**src/sv/swmf_pkg.sv**
```systemverilog
// Shared types and fixed field widths for the sliding window median filter.
package swmf_pkg;

   // Widths of the request and response payload fields.
   localparam int SAMPLE_W = 16;
   localparam int MEDIAN_W = 16;

   // Control handed from one cell to the next along the chain.
   typedef struct packed {
      logic del_seen;  // the evicted entry sits at or above this cell
      logic ge;        // compacted entry here is valid and not below the new sample
   } link_type;

endpackage

```
**src/sv/swmf_cell.sv**
```systemverilog
// One cell of the sorted chain: holds a value and its slot, evicts and inserts in place.
module swmf_cell #(
   parameter int DATA_WIDTH = 16,
   parameter int SLOT_W     = 4
) (
   input  logic                   clock,
   input  logic                   reset,
   input  logic                   enable,
   input  logic                   full,
   input  logic [SLOT_W-1:0]      oldest_slot,
   input  logic [DATA_WIDTH-1:0]  new_value,
   input  logic [SLOT_W-1:0]      new_slot,
   input  swmf_pkg::link_type     prev_link,
   input  logic                   prev_vld,
   input  logic [DATA_WIDTH-1:0]  prev_val,
   input  logic [SLOT_W-1:0]      prev_slot,
   input  logic                   next_vld,
   input  logic [DATA_WIDTH-1:0]  next_val,
   input  logic [SLOT_W-1:0]      next_slot,
   output logic                   own_vld,
   output logic [DATA_WIDTH-1:0]  own_val,
   output logic [SLOT_W-1:0]      own_slot,
   output logic                   comp_vld,
   output logic [DATA_WIDTH-1:0]  comp_val,
   output logic [SLOT_W-1:0]      comp_slot,
   output swmf_pkg::link_type     link_out
);

   logic                  vld_ff, vld_in;
   logic [DATA_WIDTH-1:0] val_ff, val_in;
   logic [SLOT_W-1:0]     slot_ff, slot_in;
   logic                  own_del;
   logic                  del_seen;
   logic                  comp_ge;

   // Compact: once the evicted entry is at or above, pull the lower neighbour up.
   always_comb begin
      own_del  = vld_ff && full && (slot_ff == oldest_slot);
      del_seen = prev_link.del_seen || own_del;
      if (del_seen) begin
         comp_vld  = next_vld;
         comp_val  = next_val;
         comp_slot = next_slot;
      end else begin
         comp_vld  = vld_ff;
         comp_val  = val_ff;
         comp_slot = slot_ff;
      end
      comp_ge  = comp_vld && (comp_val >= new_value);
      link_out = '{del_seen: del_seen, ge: comp_ge};
   end

   // Insert: keep entries not below the new sample, drop the sample in at the boundary,
   // shift the rest down by one.
   always_comb begin
      if (comp_ge) begin
         vld_in  = comp_vld;
         val_in  = comp_val;
         slot_in = comp_slot;
      end else if (prev_link.ge) begin
         vld_in  = 1'b1;
         val_in  = new_value;
         slot_in = new_slot;
      end else begin
         vld_in  = prev_vld;
         val_in  = prev_val;
         slot_in = prev_slot;
      end
   end

   always_ff @(posedge clock) begin
      if (reset) begin
         vld_ff <= 1'b0;
      end else if (enable) begin
         vld_ff <= vld_in;
      end
   end

   always_ff @(posedge clock) begin
      if (enable) begin
         val_ff  <= val_in;
         slot_ff <= slot_in;
      end
   end

   assign own_vld  = vld_ff;
   assign own_val  = val_ff;
   assign own_slot = slot_ff;

endmodule

```
**src/sv/sliding_window_median_filter.sv**
```systemverilog
// Top level of the sliding window median filter: cell chain, fill tracking, response stage.
//
// Each request beat carries one unsigned sample; each response beat carries the lower
// median of the last WINDOW samples (fewer before the window has filled: with k samples,
// the (k/2+1)-th largest, counting from one).
// The samples sit in a chain of WINDOW cells kept sorted from largest to smallest. On an
// accepted beat every cell, in the same cycle, drops the oldest sample (once the window is
// full) and makes room for the new one by looking only at its two neighbours.
// Once the chain has updated, the median cell is read into the response register as soon
// as that register is empty or being emptied, and the result is offered from there.
// Throughput is one beat per cycle while the response side does not stall, set by the
// update of the whole cell chain on each accepted beat.
// A stall on the response side holds the response register; the chain then holds one
// finished update and raises req_stall until the response register can take it.
// Reset (synchronous, active high) empties the chain and clears the fill count, the
// oldest-slot pointer and both valid flags; no clearing pass is needed.
module sliding_window_median_filter #(
   parameter int WINDOW     = 15,
   parameter int DATA_WIDTH = 16
) (
   input  logic                          clock,
   input  logic                          reset,
   input  logic                          req_valid,
   output logic                          req_stall,
   input  logic [swmf_pkg::SAMPLE_W-1:0] req_sample,
   output logic                          rsp_valid,
   input  logic                          rsp_stall,
   output logic [swmf_pkg::MEDIAN_W-1:0] rsp_median_value
);

   localparam int SLOT_W  = $clog2(WINDOW);
   localparam int COUNT_W = $clog2(WINDOW + 1);

   logic                  accept;
   logic                  capture;
   logic                  full;
   logic [DATA_WIDTH-1:0] sample_w;
   logic [SLOT_W-1:0]     pick;

   logic [SLOT_W-1:0]     oldest_ff, oldest_in;
   logic [COUNT_W-1:0]    fill_ff, fill_in;
   logic                  pend_ff, pend_in;
   logic                  rsp_vld_ff, rsp_vld_in;
   logic [swmf_pkg::MEDIAN_W-1:0] median_ff;

   swmf_pkg::link_type    link   [WINDOW+1];
   logic                  c_vld  [WINDOW+1];
   logic [DATA_WIDTH-1:0] c_val  [WINDOW+1];
   logic [SLOT_W-1:0]     c_slot [WINDOW+1];
   logic                  o_vld  [WINDOW+1];
   logic [DATA_WIDTH-1:0] o_val  [WINDOW+1];
   logic [SLOT_W-1:0]     o_slot [WINDOW+1];

   assign sample_w  = DATA_WIDTH'(req_sample);
   assign full      = (fill_ff == COUNT_W'(WINDOW));
   assign capture   = pend_ff && (!rsp_vld_ff || !rsp_stall);
   assign req_stall = pend_ff && !capture;
   assign accept    = req_valid && !req_stall;

   // Head of the chain: nothing above cell 0, so the sample goes there unless cell 0 keeps.
   assign link[0]   = '{del_seen: 1'b0, ge: 1'b1};
   assign c_vld[0]  = 1'b0;
   assign c_val[0]  = '0;
   assign c_slot[0] = '0;
   // Tail of the chain: an empty entry below the last cell.
   assign o_vld[WINDOW]  = 1'b0;
   assign o_val[WINDOW]  = '0;
   assign o_slot[WINDOW] = '0;

   for (genvar g = 0; g < WINDOW; g++) begin : g_cell
      swmf_cell #(
         .DATA_WIDTH (DATA_WIDTH),
         .SLOT_W     (SLOT_W)
      ) u_cell (
         .clock       (clock),
         .reset       (reset),
         .enable      (accept),
         .full        (full),
         .oldest_slot (oldest_ff),
         .new_value   (sample_w),
         .new_slot    (oldest_ff),
         .prev_link   (link[g]),
         .prev_vld    (c_vld[g]),
         .prev_val    (c_val[g]),
         .prev_slot   (c_slot[g]),
         .next_vld    (o_vld[g+1]),
         .next_val    (o_val[g+1]),
         .next_slot   (o_slot[g+1]),
         .own_vld     (o_vld[g]),
         .own_val     (o_val[g]),
         .own_slot    (o_slot[g]),
         .comp_vld    (c_vld[g+1]),
         .comp_val    (c_val[g+1]),
         .comp_slot   (c_slot[g+1]),
         .link_out    (link[g+1])
      );
   end

   always_comb begin
      if (oldest_ff == SLOT_W'(WINDOW - 1)) begin
         oldest_in = '0;
      end else begin
         oldest_in = oldest_ff + 1'b1;
      end
      fill_in = full ? fill_ff : fill_ff + 1'b1;
      if (accept) begin
         pend_in = 1'b1;
      end else begin
         pend_in = pend_ff && !capture;
      end
      if (capture) begin
         rsp_vld_in = 1'b1;
      end else begin
         rsp_vld_in = rsp_vld_ff && rsp_stall;
      end
      pick = SLOT_W'(fill_ff >> 1);
   end

   always_ff @(posedge clock) begin
      if (reset) begin
         oldest_ff  <= '0;
         fill_ff    <= '0;
         pend_ff    <= 1'b0;
         rsp_vld_ff <= 1'b0;
      end else begin
         if (accept) begin
            oldest_ff <= oldest_in;
            fill_ff   <= fill_in;
         end
         pend_ff    <= pend_in;
         rsp_vld_ff <= rsp_vld_in;
      end
   end

   // Read the median cell once the chain has settled on the last beat.
   always_ff @(posedge clock) begin
      if (capture) begin
         median_ff <= swmf_pkg::MEDIAN_W'(o_val[pick]);
      end
   end

   assign rsp_valid        = rsp_vld_ff;
   assign rsp_median_value = median_ff;

endmodule
```
**config.mk**
```make
export PLATFORM = sky130hd
export DESIGN_NAME = sliding_window_median_filter
export DESIGN_NICKNAME = d
export VERILOG_FILES = /design/src/sv/swmf_pkg.sv /design/src/sv/swmf_cell.sv /design/src/sv/sliding_window_median_filter.sv
export SDC_FILE = /design/constraint.sdc
export NUM_CORES = 1
export LEC_CHECK = 0
export ABC_AREA = 1
export BUFFER_PORTS_ARGS = -buffer_cell sky130_fd_sc_hd__buf_4
export CORE_MARGIN = 2
export CORE_UTILIZATION = 40
export DETAILED_ROUTE_END_ITERATION = 16
export PLACE_DENSITY_LB_ADDON = 0.15
export SYNTH_ARGS = -nofsm -noshare
export SYNTH_HDL_FRONTEND = slang
export SYNTH_SLANG_ARGS = --single-unit
```
**constraint.sdc**
```tcl
create_clock -name clock -period 16.1 [get_ports clock]
set_input_delay 2.415 -clock clock [delete_from_list [all_inputs] [get_ports clock]]
set_output_delay 2.415 -clock clock [all_outputs]
set_load 0.05 [all_outputs]
```
* Word-level counts from Yosys, hierarchy flattened
Cells that the tools add are included.
** Cells by class
- Multiplexer cells :: 138
- Divide/modulo/power cells :: 0
- Shift-type cells :: 0
- Reduce and logical (&&, ||, !) cells :: 70
- Bitwise gates (word level) :: 2
- $add $sub $neg :: 2
- Order comparisons :: 16
- Equal/unequal tests :: 18
- Multiply operators :: 0
** Operators with widths (count)
- two-way mux 16 bit :: 46
- >= comparator 16 bit :: 15
- two-way mux 4 bit :: 45
- binary-select mux 16 bit (select 4 bit) :: 1
- == test 4 bit :: 15
- logical AND 1 bit :: 49
- two-way mux 1 bit :: 46
- logical OR 1 bit :: 15
- adder 4 x 1 -> 4 bit (second input constant) :: 2
- == test 4 bit (second input constant) :: 2
- >= comparator 5 bit (second input constant) :: 1
- inverter 3 -> 5 bit :: 1
- logical NOT 1 bit :: 4
- AND reduction 2 bit :: 2
- != test 2 x 1 -> 1 bit (second input constant) :: 1
- inverter 1 bit :: 1
** Storage, ports and cells
- Memories :: 0
- Memory bits (read-only) :: 0
- Logic and storage cells :: 296
- Bits in latches :: 0
- Output and inout port bits :: 18
- Flip-flop bits (word level) :: 341
- RAM bits :: 0

* Depth between registers and ports, before layout
- Word-level depth :: 22
- Gate-level depth with buffers :: 36
- Depth with buffers taken out :: 33

* Cells and area by module
Synthesis repeated with hierarchy kept, for this count alone.
** Second synthesis, totals
- Cells, all modules :: 4485
- Area, all modules :: 33032.9 µm²
** By module, submodules not included
- swmf_cell :: times used 15, cells an instance 273, area an instance 2052.0 µm²
- sliding_window_median_filter :: times used 1, cells an instance 390, area an instance 2253.4 µm²

* Least setup slack after synthesis
No wires, ideal clock.
- Path kind :: input to register
- Start point :: in rsp_stall
- End point :: reg g_cell[12].u_cell.vld_ff
- Arrival time :: 11940 ps
- Cell stages on the path :: 8
- Slack :: 4058 ps
- Path through :: nand2_1 -> nor2_1 -> inv_1 -> nand2_1 -> inv_1 -> clkbuf_1 -> o21ai_0 -> a21oi_1
** On the way
- Longest elaborated chain between the ends :: 7
** Ends and longest elaborated chain
- start, declared :: RTL line sliding_window_median_filter.sv:27 : input logic rsp_stall,
- logical NOT 1 bit :: RTL line sliding_window_median_filter.sv:56 : assign capture = pend_ff && (!rsp_vld_ff || !rsp_stall);
- logical OR 1 bit :: RTL line sliding_window_median_filter.sv:56
- logical AND 1 bit :: RTL line sliding_window_median_filter.sv:56
- logical NOT 1 bit :: RTL line sliding_window_median_filter.sv:57 : assign req_stall = pend_ff && !capture;
- logical AND 1 bit :: RTL line sliding_window_median_filter.sv:57
- net req_stall :: RTL line sliding_window_median_filter.sv:24 : output logic req_stall,
- logical NOT 1 bit :: RTL line sliding_window_median_filter.sv:58 : assign accept = req_valid && !req_stall;
- logical AND 1 bit :: RTL line sliding_window_median_filter.sv:58
- net accept :: RTL line sliding_window_median_filter.sv:34 : logic accept;
- end signal, assigned :: RTL line swmf_cell.sv:75 : vld_ff <= vld_in;
- end, declared :: RTL line swmf_cell.sv:29 : logic vld_ff, vld_in;
The timed path passes the listed nets, and every way through them passes these cells.
A chain may end at the register's enable or synchronous reset.

* Final worst setup path
- Start point :: reg oldest_ff[0]
- End point :: reg g_cell[13].u_cell.val_ff[5], data pin
** On the way
- Longest elaborated chain between the ends :: 19
- Elaborated cells between the ends (all ways) :: 51
- Classes of those cells :: 2 x order compare; 14 x eq/ne; 6 x mux; 29 x reduce/logical
** Ends and longest elaborated chain
- start, declared :: RTL line sliding_window_median_filter.sv:40 : logic [SLOT_W-1:0] oldest_ff, oldest_in;
- start signal, assigned :: RTL line sliding_window_median_filter.sv:127 : oldest_ff <= oldest_in;
- == test 4 bit :: RTL line swmf_cell.sv:38 : own_del = vld_ff && full && (slot_ff == oldest_slot);
- logical AND 1 bit :: RTL line swmf_cell.sv:38
- logical OR 1 bit (12 in a row) :: RTL line swmf_cell.sv:39 : del_seen = prev_link.del_seen || own_del;
- two-way mux 16 bit / logical OR 1 bit (equally long branches) :: RTL line swmf_cell.sv:40, swmf_cell.sv:39
- >= comparator 16 bit / two-way mux 16 bit (equally long branches) :: RTL line swmf_cell.sv:49, swmf_cell.sv:40
- logical AND 1 bit / >= comparator 16 bit (equally long branches) :: RTL line swmf_cell.sv:49 : comp_ge = comp_vld && (comp_val >= new_value);
- two-way mux 16 bit / logical AND 1 bit (equally long branches) :: RTL line swmf_cell.sv:60, swmf_cell.sv:49
- two-way mux 16 bit * :: RTL line swmf_cell.sv:56 : if (comp_ge) begin
- net g_cell[13].u_cell.val_in[5] :: RTL line swmf_cell.sv:30 : logic [DATA_WIDTH-1:0] val_ff, val_in;
- end signal, assigned :: RTL line swmf_cell.sv:81 : val_ff <= val_in;
- end, declared :: RTL line swmf_cell.sv:30
Mark *: on every way through the listed nets, which the timed path passes. The rest lies on a longest branch.

==> out/summary.txt <==
Die width - 268 um
Fin worst setup slack - 7190 ps
Critical path class - reg2reg
Final Hold Fails - 0
Setup bufs post-CTS - 0
Post-route design area - 0.0302 mm2
Status - finished clean
Slowest library cell on the worst path - nand2_2
Seq/Total Area, Yosys - 0.358
Slew Viols, Final - 0
Routed wire length - 94.2 mm
FMAX - 112 MHz
Pleak - 13.4 nW
Port Buf Inserts - 37
Final setup vio count - 0
Worst path most repeated cell - nand2_1
Clk sink count - 341
Worst hold path depth - 2
Diode count - 0
Tightest Pin Transition - 1150 ps
#FFs+latches synth - 341
Synthesis-to-finish area growth - 8.38%
Post-CTS Resized - 0
Pre-CTS WS - 7250 ps
Power per cell area - 103 mW/mm2
Post-route DRC - 0
CTS tree - built
Synth unique cells - 51
Leading area contributor after synthesis - edfxtp_1
Largest cells by area after synthesis - edfxtp_1 (34%), nand2_1 (14%), ha_1 (11%)
Crit path DAT - 9270 ps
CP Buf/Inv Count - 4
Max clock buf depth - 3
Drt first-iter violations - 2,422
I/O pin count - 38
Post-DRT Antenna Nets - 0
Post-DP HPWL - 65.5 mm
Hold Buf Count CTS - 0
Syn Std Cell Area - 0.0279 mm2
Main synth FF type - edfxtp_1
RSZ-0062 raised after global routing - false
# rows - 96
Critical path's top delay family - simple AND/OR/NAND/NOR gates
Grt ovf - 0
Syn nets - 4,091
Die Area - 0.0718 mm2
Core box area - 0.0688 mm2
GP Congestion - 0.891
Tmin final - 8910 ps
Area of placed instances - 0.0287 mm2
Critical Path Stages - 34
Origin of the worst setup path - oldest_ff[0]
Vias in the first global route - 24,200
EDFF count, synth - 316
Die height - 268 um
Hold_ws - 499 ps
Post-layout net count - 3,996
Max_cap viols - 0
Crit share post-route - 0.554
Min-delay src - g_cell[0].u_cell.own_vld
Yosys warning total - 0
Area share of the largest cell type after synthesis - 0.340
First-pass GRT wire length - 145 mm
Register-to-register setup slack - 7190 ps
Routed WL per cell - 20.0 um
CP peak stage delay - 1080 ps
Router iterations before antenna repair - 5
Hold Path Class - reg2reg
Setup TNS - 0 ps
Ratio of cells with drive above 1 in the final layout - 0.0567
CP Data Required Time - 16,460 ps
Initial Utilization - 0.405
Max-slew headroom - 0.229
R2R depth - 34
Total GRT Usage - 0.261
Type of origin of the critical path - register
Clock transition at path regs - 60 ps
Clock Latency Late Sink - 600 ps
Ys async rst share - 0
H-Tree Level Count - 2
Largest net degree at the start of global routing - 122
Clk_skew - 28.7 ps
Crit-path max FO - 61
Post-Syn Instances - 3,830
Avg Inst Size Synth - 7.28 um2
Num CTS Buffers - 46
CP Capture Type - register
Maximum VDD drop - 0.0843 mV
Clock root buffer - clkbuf_16
Via Count - 25,900
R2R Path Start - oldest_ff[0]
Post-DR vias/cell - 5.52
Initial antenna violation count - 10
state kept, by name (all words and copies together) (netlist names):
name                    flops
fill_ff                     4
g_cell.u_cell.own_slot     60
g_cell.u_cell.own_val     240
g_cell.u_cell.own_vld      15
oldest_ff                   4
pend_ff                     1
rsp_median_value           16
rsp_valid                   1
worst reg2reg max path: cells and delay by family, from the launching register on:
family | cells | cell delay (ps)
AOI/OAI and AO/OA | 5 | 790
and+or+nand+nor | 24 | 5920
DFF | 1 | 510
buffers and inverters | 4 | 1160
adders and majority gates | 1 | 270
path summary, 6_finish.rpt:
path | to
worst max-delay path | g_cell[13].u_cell.own_val[5]
worst min-delay path | g_cell[0].u_cell.own_vld
worst max register to register | g_cell[13].u_cell.own_val[5]
worst min register to register | g_cell[0].u_cell.own_vld
kinds of logic after synthesis:
| family | count (synthesis) | synth area share |
|---|---|---|
| AOI/OAI and AO/OA | 1041 | 0.206 |
| xor gates and xnor gates | 8 | 0.00251 |
| adders and majority gates | 241 | 0.108 |
| buffers and inverters | 684 | 0.0969 |
| DFF | 341 | 0.358 |
| muxes | 11 | 0.00440 |
| and+or+nand+nor | 1504 | 0.223 |
synth_stat cells (all sizes together), types with 13 or more instances:
cell,instances
nand4,23
o21a,44
a31oi,33
dfxtp,25
nand2,1042
a221oi,15
buf,76
nand3,227
or2,14
a21oi,226
inv,441
o211ai,80
edfxtp,316
o21ai,591
nor2,166
ha,241
clkbuf,157
nor3,26
a211oi,15
o22ai,13
stage by stage:
stage	instances	utilization	power (mW)
after floorplan	3830	-	1.83
after global placement	4618	0.417	2.07
after detailed placement	4618	0.417	2.08
after CTS	4702	0.439	3.13
after global routing	4702	0.439	3.30
final	4702	0.439	3.12
layer usage:
layer  global-route usage  up-vias  routed length, um
li1                     -    12900                  -
met1                0.354    12100              41600
met2                0.430      782              43300
met3               0.0327      176               5870
met4               0.0885        6               3390
met5                    0        -                 34
where the power goes:
part / switching (mW) / total [mW] / internal, mW / leakage (nW)
clock network: 0.428 / 1.04 / 0.614 / 0.726
logic: 0.579 / 0.866 / 0.286 / 9.42
registers: 0.0728 / 1.21 / 1.13 / 3.30
total: 1.08 / 3.12 / 2.04 / 13.4
placed cells by master, fill, tap and decap left out, types with 3 or more instances in the layout:
cell	instances
a211oi_1	15
a21oi_1	225
a221oi_1	15
a31oi_1	33
buf_4	90
bufinv_16	3
clkbuf_1	14
clkbuf_16	47
clkbuf_8	7
clkinv_1	15
clkinv_2	6
dfxtp_1	24
edfxtp_1	316
ha_1	241
inv_1	428
inv_2	12
mux2_2	10
nand2_1	1035
nand2_2	7
nand3_1	221
nand3_2	4
nand4_1	18
nand4_4	3
nor2_1	160
nor2_4	5
nor3_1	25
nor4_1	4
o211ai_1	80
o21a_1	44
o21ai_0	531
o21ai_1	60
o221ai_1	6
o22ai_1	13
o31ai_1	10
or2_0	3
or2_2	9
xor2_1	6
area by class of cell:
type,instances,area (um2)
Timing Repair Buffer,90,676
Clock inverter,16,151
Sequential cell,341,9990
Inverter,451,1700
Clock buffer,68,1330
Tap cell,931,1160
Multi-Input combinational cell,2805,15200
Fill cell,7158,38600
Power figures use the tool's default switching activity.
